### src/design/tspid_ram.sv
// Generic single-port-write, single-port-read RAM with registered read data.
`default_nettype none

module tspid_ram #(
	parameter int WIDTH = 8,
	parameter int DEPTH = 16
) (
	input  wire logic                     clk,
	input  wire logic                     we,
	input  wire logic [$clog2(DEPTH)-1:0] waddr,
	input  wire logic [WIDTH-1:0]         wdata,
	input  wire logic                     re,
	input  wire logic [$clog2(DEPTH)-1:0] raddr,
	output logic      [WIDTH-1:0]         rdata
);

	logic [WIDTH-1:0] mem_q [DEPTH];

	always_ff @(posedge clk) begin
		if (we) begin
			mem_q[waddr] <= wdata;
		end
		if (re) begin
			rdata <= mem_q[raddr];
		end
	end

endmodule

`default_nettype wire

### config.mk
export PLATFORM = sky130hd
export DESIGN_NAME = tspid_ram
export DESIGN_NICKNAME = d
export VERILOG_FILES = /design/src/design/tspid_ram.sv
export SDC_FILE = /design/constraint.sdc
export NUM_CORES = 1
export LEC_CHECK = 0
export ABC_AREA = 1
export BUFFER_PORTS_ARGS = -buffer_cell sky130_fd_sc_hd__buf_2
export CAP_MARGIN = 10
export CORE_ASPECT_RATIO = 1.1
export CORE_MARGIN = 1.5
export CORE_UTILIZATION = 25
export CTS_BUF_LIST = sky130_fd_sc_hd__clkbuf_2
export DETAILED_ROUTE_END_ITERATION = 12
export SLEW_MARGIN = 20
export SYNTH_ARGS = -nofsm -noshare
export SYNTH_HDL_FRONTEND = slang
export SYNTH_SLANG_ARGS = --single-unit
### constraint.sdc
create_clock -name clk -period 1.1 [get_ports clk]
set_input_delay 0 -clock clk [delete_from_list [all_inputs] [get_ports clk]]
set_output_delay 0 -clock clk [all_outputs]
set_load 0.03 [all_outputs]
==> flow_summary.json <==
{
  "tritoncts": "built",
  "standard_cell_core_area_um2": 22900,
  "crit_path_top_delay_cell": "sky130_fd_sc_hd__edfxtp_1",
  "remaining_drc_errors": 0,
  "crit_required_ns": 1.10,
  "drive_gt1_frac": 0.228,
  "hold-path-endpoint": "rdata[5]$_DFFE_PP_",
  "status": "finished with violations",
  "yosysTopAreaCellShare": 0.698,
  "overflow": 0,
  "cts-htree-levels": 4,
  "rrSetupSlack_ns": 0.02,
  "gr_usage_total": 0.123,
  "insertion_delay_ns": 0.72,
  "cts_made_buffers": 17,
  "die_width_um": 149,
  "use_met2": 0.202,
  "routed-via-count": 3911,
  "grt_util_met1": 0.156,
  "ir_drop_v": 0.000650,
  "slew_viol_final": 0,
  "synthArstFlopShare": 0,
  "yosys.area.top_type": "sky130_fd_sc_hd__edfxtp_1",
  "yosysWarnings": 0,
  "setup.worst_path.end_class": "primary output",
  "crit_chain": "buf_6",
  "drt-vias-per-instance": 4.17,
  "multi_input_area_um2": 1490,
  "post_synth_edffs": 136,
  "drt-pass1-iter-count": 4,
  "worst_pin_slew_ns": 0.511,
  "finClkSkew_ns": 0.0210,
  "crit_type": "flop to primary output",
  "area_growth_syn_to_layout_pct": 23.1,
  "worst_r2r_path_depth": 6,
  "globalplace.congestion": 0.820,
  "chipHeight_um": 163,
  "finalSetupViolations": 8,
  "die-area_um2": 24300,
  "hp-class": "primary input to flop",
  "synthTopCellsByArea": "sky130_fd_sc_hd__edfxtp_1, sky130_fd_sc_hd__nand2_1, sky130_fd_sc_hd__nand3_1, sky130_fd_sc_hd__inv_1, sky130_fd_sc_hd__buf_6",
  "most_instantiated_flip_flop_cell_in_the_synthesis_netlist": "sky130_fd_sc_hd__edfxtp_1",
  "num_io_pins": 27,
  "via_count_of_the_first_global_routing_pass": 3783,
  "rows": 58,
  "synth_net_count": 570,
  "synth.lib_cells_used.distinct": 11,
  "max_freq_ghz": 0.714,
  "postRouteAntennaNets": 0,
  "cp_slowest_stage_delay_ns": 0.51,
  "synth_seq_cells": 136,
  "drt_first_iter_violations": 254,
  "place.port_buffers": 26,
  "final.min_clock_period_ns": 1.40,
  "final-seq-area_um2": 4080,
  "cts.root.buffer_cell": "sky130_fd_sc_hd__clkbuf_2",
  "cellLeakagePower_nw": 3.06,
  "fill_cells": 2413,
  "syn_inst": 551,
  "netlist_area_um2": 5850,
  "p_switching_mw": 2.30,
  "post-place-ws_ns": -0.166,
  "p_seq_frac": 0.634,
  "worstPathMaxFanout": 1,
  "totalWireLength_mm": 14.1,
  "final.setup.worst_slack_ns": -0.301,
  "timing.max_cap.violations": 0,
  "initial_core_util": 0.255,
  "failing_checks": "setup timing",
  "switching_share": 0.248,
  "hp-start": "re",
  "clkSinkCount": 136,
  "final_hold_viol_count": 0,
  "dpl_cell_area_um2": 6520,
  "hold_depth": 2,
  "met3_usage": 0.0271,
  "critical_path.startpoint_type": "flop",
  "synthMostInstantiatedCell": "sky130_fd_sc_hd__nand2_1",
  "period_share": 1.27,
  "seq_total_area_yosys": 0.698,
  "power.clock.fraction": 0.261,
  "avgSynthCellArea_um2": 10.6,
  "fin_util": 0.314,
  "reg2reg_from": "mem_q[14][6]$_DFFE_PP_",
  "route.detailed.wl_per_inst_um": 15.1,
  "max_slew_margin": 0.659,
  "power_density_nw_per_um2": 1290,
  "synth_common_cells": "sky130_fd_sc_hd__nand2_1, sky130_fd_sc_hd__edfxtp_1, sky130_fd_sc_hd__inv_1",
  "rsz0062_at_grt": "yes",
  "clkSlewWorstSetupHoldPaths_ns": 0.18,
  "worst-path-buf-inv": 1,
  "grt_max_degree": 40,
  "final.setup.tns_ns": -1.99,
  "final_net_count": 645,
  "clock_path_buffers": 2,
  "worst_r2r_endpoint": "rdata[6]$_DFFE_PP_",
  "grt-busiest-layer": "met2",
  "worst_path_dominant_cell_family": "flip-flops",
  "cellInternalPower_mw": 6.98,
  "worstPathArrival_ns": 1.40,
  "power.total_mw": 9.28,
  "global_route_wire_length_before_repair_mm": 21.5,
  "power.combinational.fraction": 0.105,
  "dp_hpwl_mm": 9.28,
  "finish.instance_area_um2": 7200,
  "number_of_antenna_violations_at_the_first_check_in_global_routing": 1
}
worst max path at each step:
stage / to / start / depth (start not counted)
after floorplan: mem_q[10][0]$_DFFE_PP_ / waddr[2] / 2
after global placement: rdata[6]$_DFFE_PP_ / raddr[0] / 8
after detailed placement: rdata[6]$_DFFE_PP_ / raddr[0] / 8
after CTS: rdata[0] / rdata[0]$_DFFE_PP_ / 1
after global routing: rdata[0] / rdata[0]$_DFFE_PP_ / 1
final: rdata[0] / rdata[0]$_DFFE_PP_ / 1
sequential cells by signal (all words and copies together) (netlist names):
register / cells
mem_q: 128
rdata: 8
cell type report:
type / instances / share of cell area
diodes: 1 / 0.000348
clock buffers: 22 / 0.0153
clock inverters: 8 / 0.00799
inverters: 102 / 0.0532
multi-input cells: 289 / 0.208
flip-flops and latches: 136 / 0.567
well taps: 300 / 0.0521
repair buffers: 80 / 0.0963
cells in the final DEF (no fill, tap or decap), types with 17 or more instances in the layout:
| master | n |
|---|---|
| sky130_fd_sc_hd__clkbuf_2 | 22 |
| sky130_fd_sc_hd__edfxtp_1 | 136 |
| sky130_fd_sc_hd__nand3_1 | 42 |
| sky130_fd_sc_hd__buf_2 | 18 |
| sky130_fd_sc_hd__dlygate4sd3_1 | 18 |
| sky130_fd_sc_hd__buf_4 | 31 |
| sky130_fd_sc_hd__nor2_1 | 17 |
| sky130_fd_sc_hd__inv_1 | 100 |
| sky130_fd_sc_hd__nand3_2 | 55 |
| sky130_fd_sc_hd__nand2_1 | 171 |
through the flow:
step	cells	hold WS, ns
CTS	937	0.164
global placement	889	0.392
detailed placement	889	0.389
global route	938	0.162
floorplan	551	0.0989
finish	938	0.209
power by group through the flow:
stage / clock network (mW) / logic [mW] / registers [mW]
floorplan: 0 / 0.409 / 6.02
global placement: 0 / 0.813 / 5.99
detailed placement: 0 / 0.821 / 5.99
CTS: 2.48 / 0.920 / 5.88
global route: 2.71 / 1.07 / 5.89
finish: 2.42 / 0.978 / 5.88
per-layer routing:
metal	vias up	part of all wire
met2	88	0.49
met5	-	0
met1	1873	0.44
met4	0	0.023
li1	1927	-
met3	23	0.047
logic make-up after synthesis:
logic type             count (synthesis)  synth area share
AND/OR/NAND/NOR                      289             0.208
flip-flops                           136             0.698
buffers and inverters                126            0.0939
what timing repair did:
item                       in CTS  in global routing
setup endpoints to repair      14                 16
hold endpoints to repair      272                  0
pin swaps                       3                 18
hold buffers                   18                  0
gates resized for setup        28                 45
buffers inserted                0                  0
Note: power is estimated with default switching activity, not from simulation.
