**src/design/tspid_pkg.sv**
```systemverilog
// Shared types, codes and constants for the transport stream header and PID checker.
`default_nettype none

package tspid_pkg;

	localparam int PID_ENTRIES = 8192;
	localparam int ADDR_W      = $clog2(PID_ENTRIES);
	localparam int PID_W       = 13;
	localparam int ENTRY_W     = 10;
	localparam int PB_W        = 8;

	localparam logic [PID_W-1:0] NULL_PID  = 13'h1fff;
	localparam logic [7:0]       SYNC_CODE = 8'h47;
	localparam logic [PB_W-1:0]  PB_RESET  = 8'd188;

	// Entry layout
	localparam int E_REG  = 0;
	localparam int E_PES  = 1;
	localparam int E_STRM = 2;
	localparam int E_WAIT = 3;
	localparam int E_CCV  = 4;
	localparam int E_DATA = 5;
	localparam int E_CC_LO = 6;
	localparam int E_CC_HI = 9;

	// Command codes
	localparam logic [1:0] FUNC_HEADER    = 2'd0;
	localparam logic [1:0] FUNC_REGISTER  = 2'd1;
	localparam logic [1:0] FUNC_REMOVE    = 2'd2;
	localparam logic [1:0] FUNC_STREAMING = 2'd3;

	// Status codes
	localparam logic [2:0] STATUS_CONTINUE = 3'd0;
	localparam logic [2:0] STATUS_STREAM   = 3'd1;
	localparam logic [2:0] STATUS_DISCONT  = 3'd2;
	localparam logic [2:0] STATUS_NO_SYNC  = 3'd3;
	localparam logic [2:0] STATUS_ERROR    = 3'd4;

	typedef enum logic [1:0] {
		ST_CLEAR,
		ST_IDLE,
		ST_EXEC
	} state_t;

	typedef struct packed {
		logic [1:0]       func;
		logic [7:0]       sync_byte;
		logic [15:0]      header_word;
		logic [7:0]       flags_byte;
		logic [7:0]       adaptation_length;
		logic [7:0]       adaptation_flags;
		logic [PID_W-1:0] table_pid;
		logic             entry_is_pes;
		logic             streaming_enable;
	} req_t;

	typedef struct packed {
		logic [2:0]       status;
		logic [PID_W-1:0] pid;
		logic             discontinuity;
		logic             carries_payload;
		logic             unit_start;
		logic [7:0]       payload_offset;
		logic [7:0]       payload_length;
		logic             entry_found;
		logic             entry_is_pes_out;
	} res_t;

endpackage

`default_nettype wire

```
**src/design/tspid_update.sv**
```systemverilog
// Header checks, command decode and PID entry read-modify-write update.
`default_nettype none

module tspid_update (
	input  wire tspid_pkg::req_t                     req,
	input  wire logic [tspid_pkg::ENTRY_W-1:0]       rd_entry,
	input  wire logic [tspid_pkg::PB_W-1:0]          packet_bytes,
	output tspid_pkg::res_t                          res,
	output logic                                     wr_en,
	output logic      [tspid_pkg::ENTRY_W-1:0]       wr_entry
);

	logic [tspid_pkg::PID_W-1:0]   pid_w;
	logic                          in_range;
	logic [tspid_pkg::ENTRY_W-1:0] e;
	logic [tspid_pkg::ENTRY_W-1:0] e_new;
	logic                          wr;
	logic                          pus;
	logic                          pay;
	logic                          isd;
	logic                          go;
	logic [3:0]                    cc;
	logic [3:0]                    expect_cc;
	logic [8:0]                    pb9;
	logic [8:0]                    off9;
	logic [8:0]                    plen9;
	logic                          adapt_err;
	logic [tspid_pkg::ENTRY_W-1:0] e_final;

	assign pid_w = (req.func == tspid_pkg::FUNC_HEADER) ? req.header_word[12:0] : req.table_pid;
	assign in_range = {1'b0, pid_w} < (tspid_pkg::PID_W+1)'(tspid_pkg::PID_ENTRIES);

	always_comb begin
		e         = in_range ? rd_entry : '0;
		e_new     = e;
		wr        = 1'b0;
		go        = 1'b0;
		pus       = 1'b0;
		pay       = req.flags_byte[4];
		cc        = req.flags_byte[3:0];
		isd       = req.flags_byte[5] && (req.adaptation_length != 8'd0)
			&& req.adaptation_flags[7];
		pb9       = {1'b0, packet_bytes};
		off9      = req.flags_byte[5] ? ({1'b0, req.adaptation_length} + 9'd5) : 9'd4;
		plen9     = (pay && (pb9 >= off9)) ? (pb9 - off9) : 9'd0;
		adapt_err = req.flags_byte[5] && ((packet_bytes < 8'd5)
			|| ({1'b0, req.adaptation_length} > (pb9 - 9'd5)));
		expect_cc = pay ? (e[tspid_pkg::E_CC_HI:tspid_pkg::E_CC_LO] + 4'd1)
			: e[tspid_pkg::E_CC_HI:tspid_pkg::E_CC_LO];

		res                  = '0;
		res.status           = tspid_pkg::STATUS_CONTINUE;
		res.pid              = pid_w;
		res.payload_offset   = 8'd4;

		case (req.func)
			tspid_pkg::FUNC_REGISTER: begin
				if (!e[tspid_pkg::E_REG]) begin
					e_new = '0;
					e_new[tspid_pkg::E_REG]  = 1'b1;
					e_new[tspid_pkg::E_WAIT] = 1'b1;
				end
				e_new[tspid_pkg::E_PES] = req.entry_is_pes;
				if (req.entry_is_pes) begin
					e_new[tspid_pkg::E_STRM] = 1'b0;
				end
				wr = 1'b1;
			end
			tspid_pkg::FUNC_REMOVE: begin
				e_new = '0;
				wr    = 1'b1;
			end
			tspid_pkg::FUNC_STREAMING: begin
				e_new[tspid_pkg::E_STRM] = req.streaming_enable;
				wr = e[tspid_pkg::E_REG];
			end
			default: begin
				pus = req.header_word[14];
				res.unit_start = pus;
				if (req.sync_byte != tspid_pkg::SYNC_CODE) begin
					res.status = tspid_pkg::STATUS_NO_SYNC;
				end else if (req.header_word[15] || (pid_w == tspid_pkg::NULL_PID)) begin
					res.status = tspid_pkg::STATUS_CONTINUE;
				end else if (adapt_err) begin
					res.status = tspid_pkg::STATUS_ERROR;
				end else begin
					res.payload_offset = off9[7:0];
					res.payload_length = plen9[7:0];
					go = 1'b1;
					if (!e[tspid_pkg::E_REG]) begin
						if ((pid_w == '0) && pus) begin
							e_new = '0;
							e_new[tspid_pkg::E_REG]  = 1'b1;
							e_new[tspid_pkg::E_WAIT] = 1'b1;
							e_new[tspid_pkg::E_CCV]  = 1'b1;
							e_new[tspid_pkg::E_CC_HI:tspid_pkg::E_CC_LO] = cc;
						end else begin
							go = 1'b0;
						end
					end else if (e[tspid_pkg::E_WAIT] && !pus) begin
						// Still waiting for a unit start: track the counter only
						e_new[tspid_pkg::E_CCV] = 1'b1;
						e_new[tspid_pkg::E_CC_HI:tspid_pkg::E_CC_LO] = cc;
						wr = 1'b1;
						res.discontinuity = 1'b1;
						res.status = tspid_pkg::STATUS_DISCONT;
						go = 1'b0;
					end else begin
						if (e[tspid_pkg::E_CCV] && !isd && (expect_cc != cc)) begin
							res.discontinuity = 1'b1;
							if (!pus) begin
								// Counter break: drop back to waiting for a unit start
								e_new = '0;
								e_new[tspid_pkg::E_REG]  = e[tspid_pkg::E_REG];
								e_new[tspid_pkg::E_PES]  = e[tspid_pkg::E_PES];
								e_new[tspid_pkg::E_STRM] = e[tspid_pkg::E_STRM];
								e_new[tspid_pkg::E_WAIT] = 1'b1;
								wr = 1'b1;
								res.status = tspid_pkg::STATUS_DISCONT;
								go = 1'b0;
							end
						end
						if (go) begin
							e_new[tspid_pkg::E_CCV] = 1'b1;
							e_new[tspid_pkg::E_CC_HI:tspid_pkg::E_CC_LO] = cc;
						end
					end
					if (go) begin
						res.discontinuity   = res.discontinuity | isd;
						res.carries_payload = pay;
						if (pus && e_new[tspid_pkg::E_STRM] && e_new[tspid_pkg::E_PES]
							&& !e_new[tspid_pkg::E_WAIT]) begin
							e_new[tspid_pkg::E_DATA] = 1'b1;
							res.status = tspid_pkg::STATUS_STREAM;
						end
						if (pus && pay && (plen9 != 9'd0)) begin
							e_new[tspid_pkg::E_WAIT] = 1'b0;
							e_new[tspid_pkg::E_DATA] = 1'b0;
						end
						wr = 1'b1;
					end
				end
			end
		endcase

		wr_en    = wr && in_range;
		wr_entry = e_new;
		e_final  = wr_en ? e_new : e;
		res.entry_found      = e_final[tspid_pkg::E_REG];
		res.entry_is_pes_out = e_final[tspid_pkg::E_REG] && e_final[tspid_pkg::E_PES];
	end

endmodule

`default_nettype wire

```
**config.mk**
```make
export PLATFORM = sky130hd
export DESIGN_NAME = tspid_update
export DESIGN_NICKNAME = d
export VERILOG_FILES = /design/src/design/tspid_pkg.sv /design/src/design/tspid_update.sv
export SDC_FILE = /design/constraint.sdc
export NUM_CORES = 1
export LEC_CHECK = 0
export BUFFER_PORTS_ARGS = -buffer_cell sky130_fd_sc_hd__buf_4
export CORE_MARGIN = 1
export CORE_UTILIZATION = 40
export DETAILED_ROUTE_END_ITERATION = 8
export GPL_TIMING_DRIVEN = 0
export PLACE_DENSITY = 0.87
export SYNTH_ARGS = -nofsm -noshare
export SYNTH_HDL_FRONTEND = slang
export SYNTH_SLANG_ARGS = --single-unit
```
**constraint.sdc**
```tcl
create_clock -name vclk -period 18.42
set_input_delay 5.526 -clock vclk [all_inputs]
set_output_delay 5.526 -clock vclk [all_outputs]
set_load 0.02 [all_outputs]
```
==> flow_metrics.py <==
metrics = {
    "run_status": {
        "outcome": "completed",
    },
    "drt": {
        "antenna_left": 0,
        "firstDrtPassIters": 6,
        "drt_iter0_drc": 200,
        "vias": 2832,
        "vias_per_cell": 5.791,
        "drc_errors": 0,
        "wirelength_um": 7182,
        "wl_per_cell_um": 14.69,
    },
    "critical_path": {
        "cp.arrival_ns": 9.05,
        "path_max_fanout": 8,
        "critPathLaunchType": "input pin",
        "crit_family": "simple AND/OR/NAND/NOR gates",
        "cp-end-kind": "output port",
        "worstSetupPathType": "input pin to output port",
        "max_stage_delay_ns": 0.63,
        "path_buf_inv": 4,
        "path_cells": "buf_4 -> inv_1 -> ha_1 -> nor2b_1 -> nor4_1 -> xnor2_1 -> ha_1 -> o21a_1 -> o21ai_0 -> a31oi_1 -> o311ai_2 -> nand4_1 -> or2_1 -> buf_2 -> and3b_1 -> buf_4",
        "required_ns": 12.89,
        "critPathSlowestCell": "o311ai_2",
    },
    "layout": {
        "seq_cell_count": 0,
        "nNetsFinal": 531,
        "synthToLayoutAreaGrowth_pct": 48.37,
        "stdcell_count": 489,
        "n_antenna_cell": 0,
        "drive_above_1_share_pct": 33.89,
        "regArea_um2": 0,
        "fill_cells": 454,
        "nClkBuffers": 0,
    },
    "die": {
        "dieArea_um2": 5379,
        "core.rowCount": 25,
        "die_h_um": 73.34,
        "initial_core_util_pct": 42.26,
        "fp.dieW_um": 73.34,
        "coreArea_um2": 4817,
        "ioPinCount": 131,
    },
    "yosys": {
        "synth_top_area_cell": "ha_1",
        "yosysTopAreaCellShare_pct": 14.14,
        "post-synth-top-count-cell": "nand2_1",
        "yosysUniqueCellTypes": 64,
        "synth_common_cells": "nand2_1 (30), nor2_1 (28), ha_1 (23), inv_1 (23), a21oi_1 (21)",
        "synthCells": 302,
        "syn_area_per_cell_um2": 6.741,
        "ys_seq_area_share_pct": 0,
        "synth_area_um2": 2036,
        "ys_warn_count": 0,
        "synthTopCellsByArea": "ha_1 (14%), xnor2_1 (6.0%), nand2_1 (5.5%)",
        "synth_fp_nets": 409,
    },
    "clock_network": {
        "postCtsSetupRepairBufs": 0,
        "hold_buffers": 0,
        "postCtsResizedCells": 0,
    },
    "pwr": {
        "finalPower_mw": 0.07978,
        "p_leak_nw": 1.459,
        "p_per_area_nw_per_um2": 26.41,
        "vdd_ir_drop_max_uv": 11.54,
    },
    "placement": {
        "place_inst": 489,
        "port_buffers": 120,
        "dp.final_hpwl_um": 6080,
        "place_congestion": 1.042,
    },
    "sta": {
        "tns_ns": 0,
        "maxSlewViolCount": 0,
        "clock.fmax_ghz": 0.06862,
        "finalCritPeriodShare_pct": 79.12,
        "slew_headroom_pct": 38.30,
        "rsz0062_at_grt": "false",
        "hold_violations": 0,
        "period_needed_ns": 14.57,
        "setup_viol": 0,
        "worst_pin_slew_ns": 0.9178,
        "hold-worst-slack_ns": 11.40,
    },
    "global_routing": {
        "first_global_vias": 2589,
        "antenna_found_initial": 0,
        "grt_overflow_total": 0,
        "grt_max_degree": 11,
        "grt_use_total_pct": 25.81,
        "grt_first_pass_wirelength_um": 11400,
    },
    "hold_path": {
        "hp-class": "input pin to output port",
    },
    "flow_run": {
        "maxCapViolCount": 0,
    },
}
## kinds of logic after synthesis
group	count (synthesis)	share of synthesized area, %
simple gates	130	35.03
xor+xnor	22	9.466
mux	17	8.912
compound gates	76	24.89
fa+ha+maj	24	15.12
buf+inv	33	6.576
## power by group
group / switching, mW / internal, mW / leakage [nW]
logic: 0.0429 / 0.0369 / 1.46
registers: 0 / 0 / 0
clock network: 0 / 0 / 0
total: 0.0429 / 0.0369 / 1.46
## metrics by stage
stage	setup WS [ns]	area, um2	utilization [%]
after floorplan	4.529	2036	-
after global placement	4.171	3020	62.70
after detailed placement	3.951	3020	62.70
after CTS	3.945	3020	62.70
after global routing	3.702	3020	62.70
final	3.847	3020	62.70
## cells in the final DEF (no fill, tap or decap), types with 4 or more instances in the layout
master	count
a21oi_1	21
a31oi_1	4
and2_1	6
and3_1	5
buf_4	120
clkbuf_1	4
ha_1	23
inv_1	23
mux2_2	9
mux2i_1	8
nand2_1	30
nand2b_1	4
nand3_1	13
nand4_1	7
nor2_1	28
nor2b_1	4
nor3_1	9
nor4_1	5
o211ai_1	4
o21a_1	5
o21ai_0	11
o21ai_1	5
xnor2_1	14
xor2_1	8
## final cells by class
type | instances | area, um2 | area share (%)
plain buffers | 9 | 43.79 | 1.450
repair buffers | 120 | 900.9 | 29.83
inverters | 24 | 90.09 | 2.983
well taps | 67 | 83.83 | 2.775
multi-input cells | 269 | 1902 | 62.97
## metal layers
metal / track usage (%) / share of wire, %
met1: 31.97 / 40
met2: 48.87 / 51
met3: 1.920 / 6.9
met4: 4.487 / 1.5
met5: 0 / 0
## worst paths after layout
kind / from / to / cells past startpoint
max: packet_bytes[0] / res[8] / 16
min: rd_entry[9] / wr_entry[9] / 4
No activity file was read; power rests on OpenSTA's default activity.
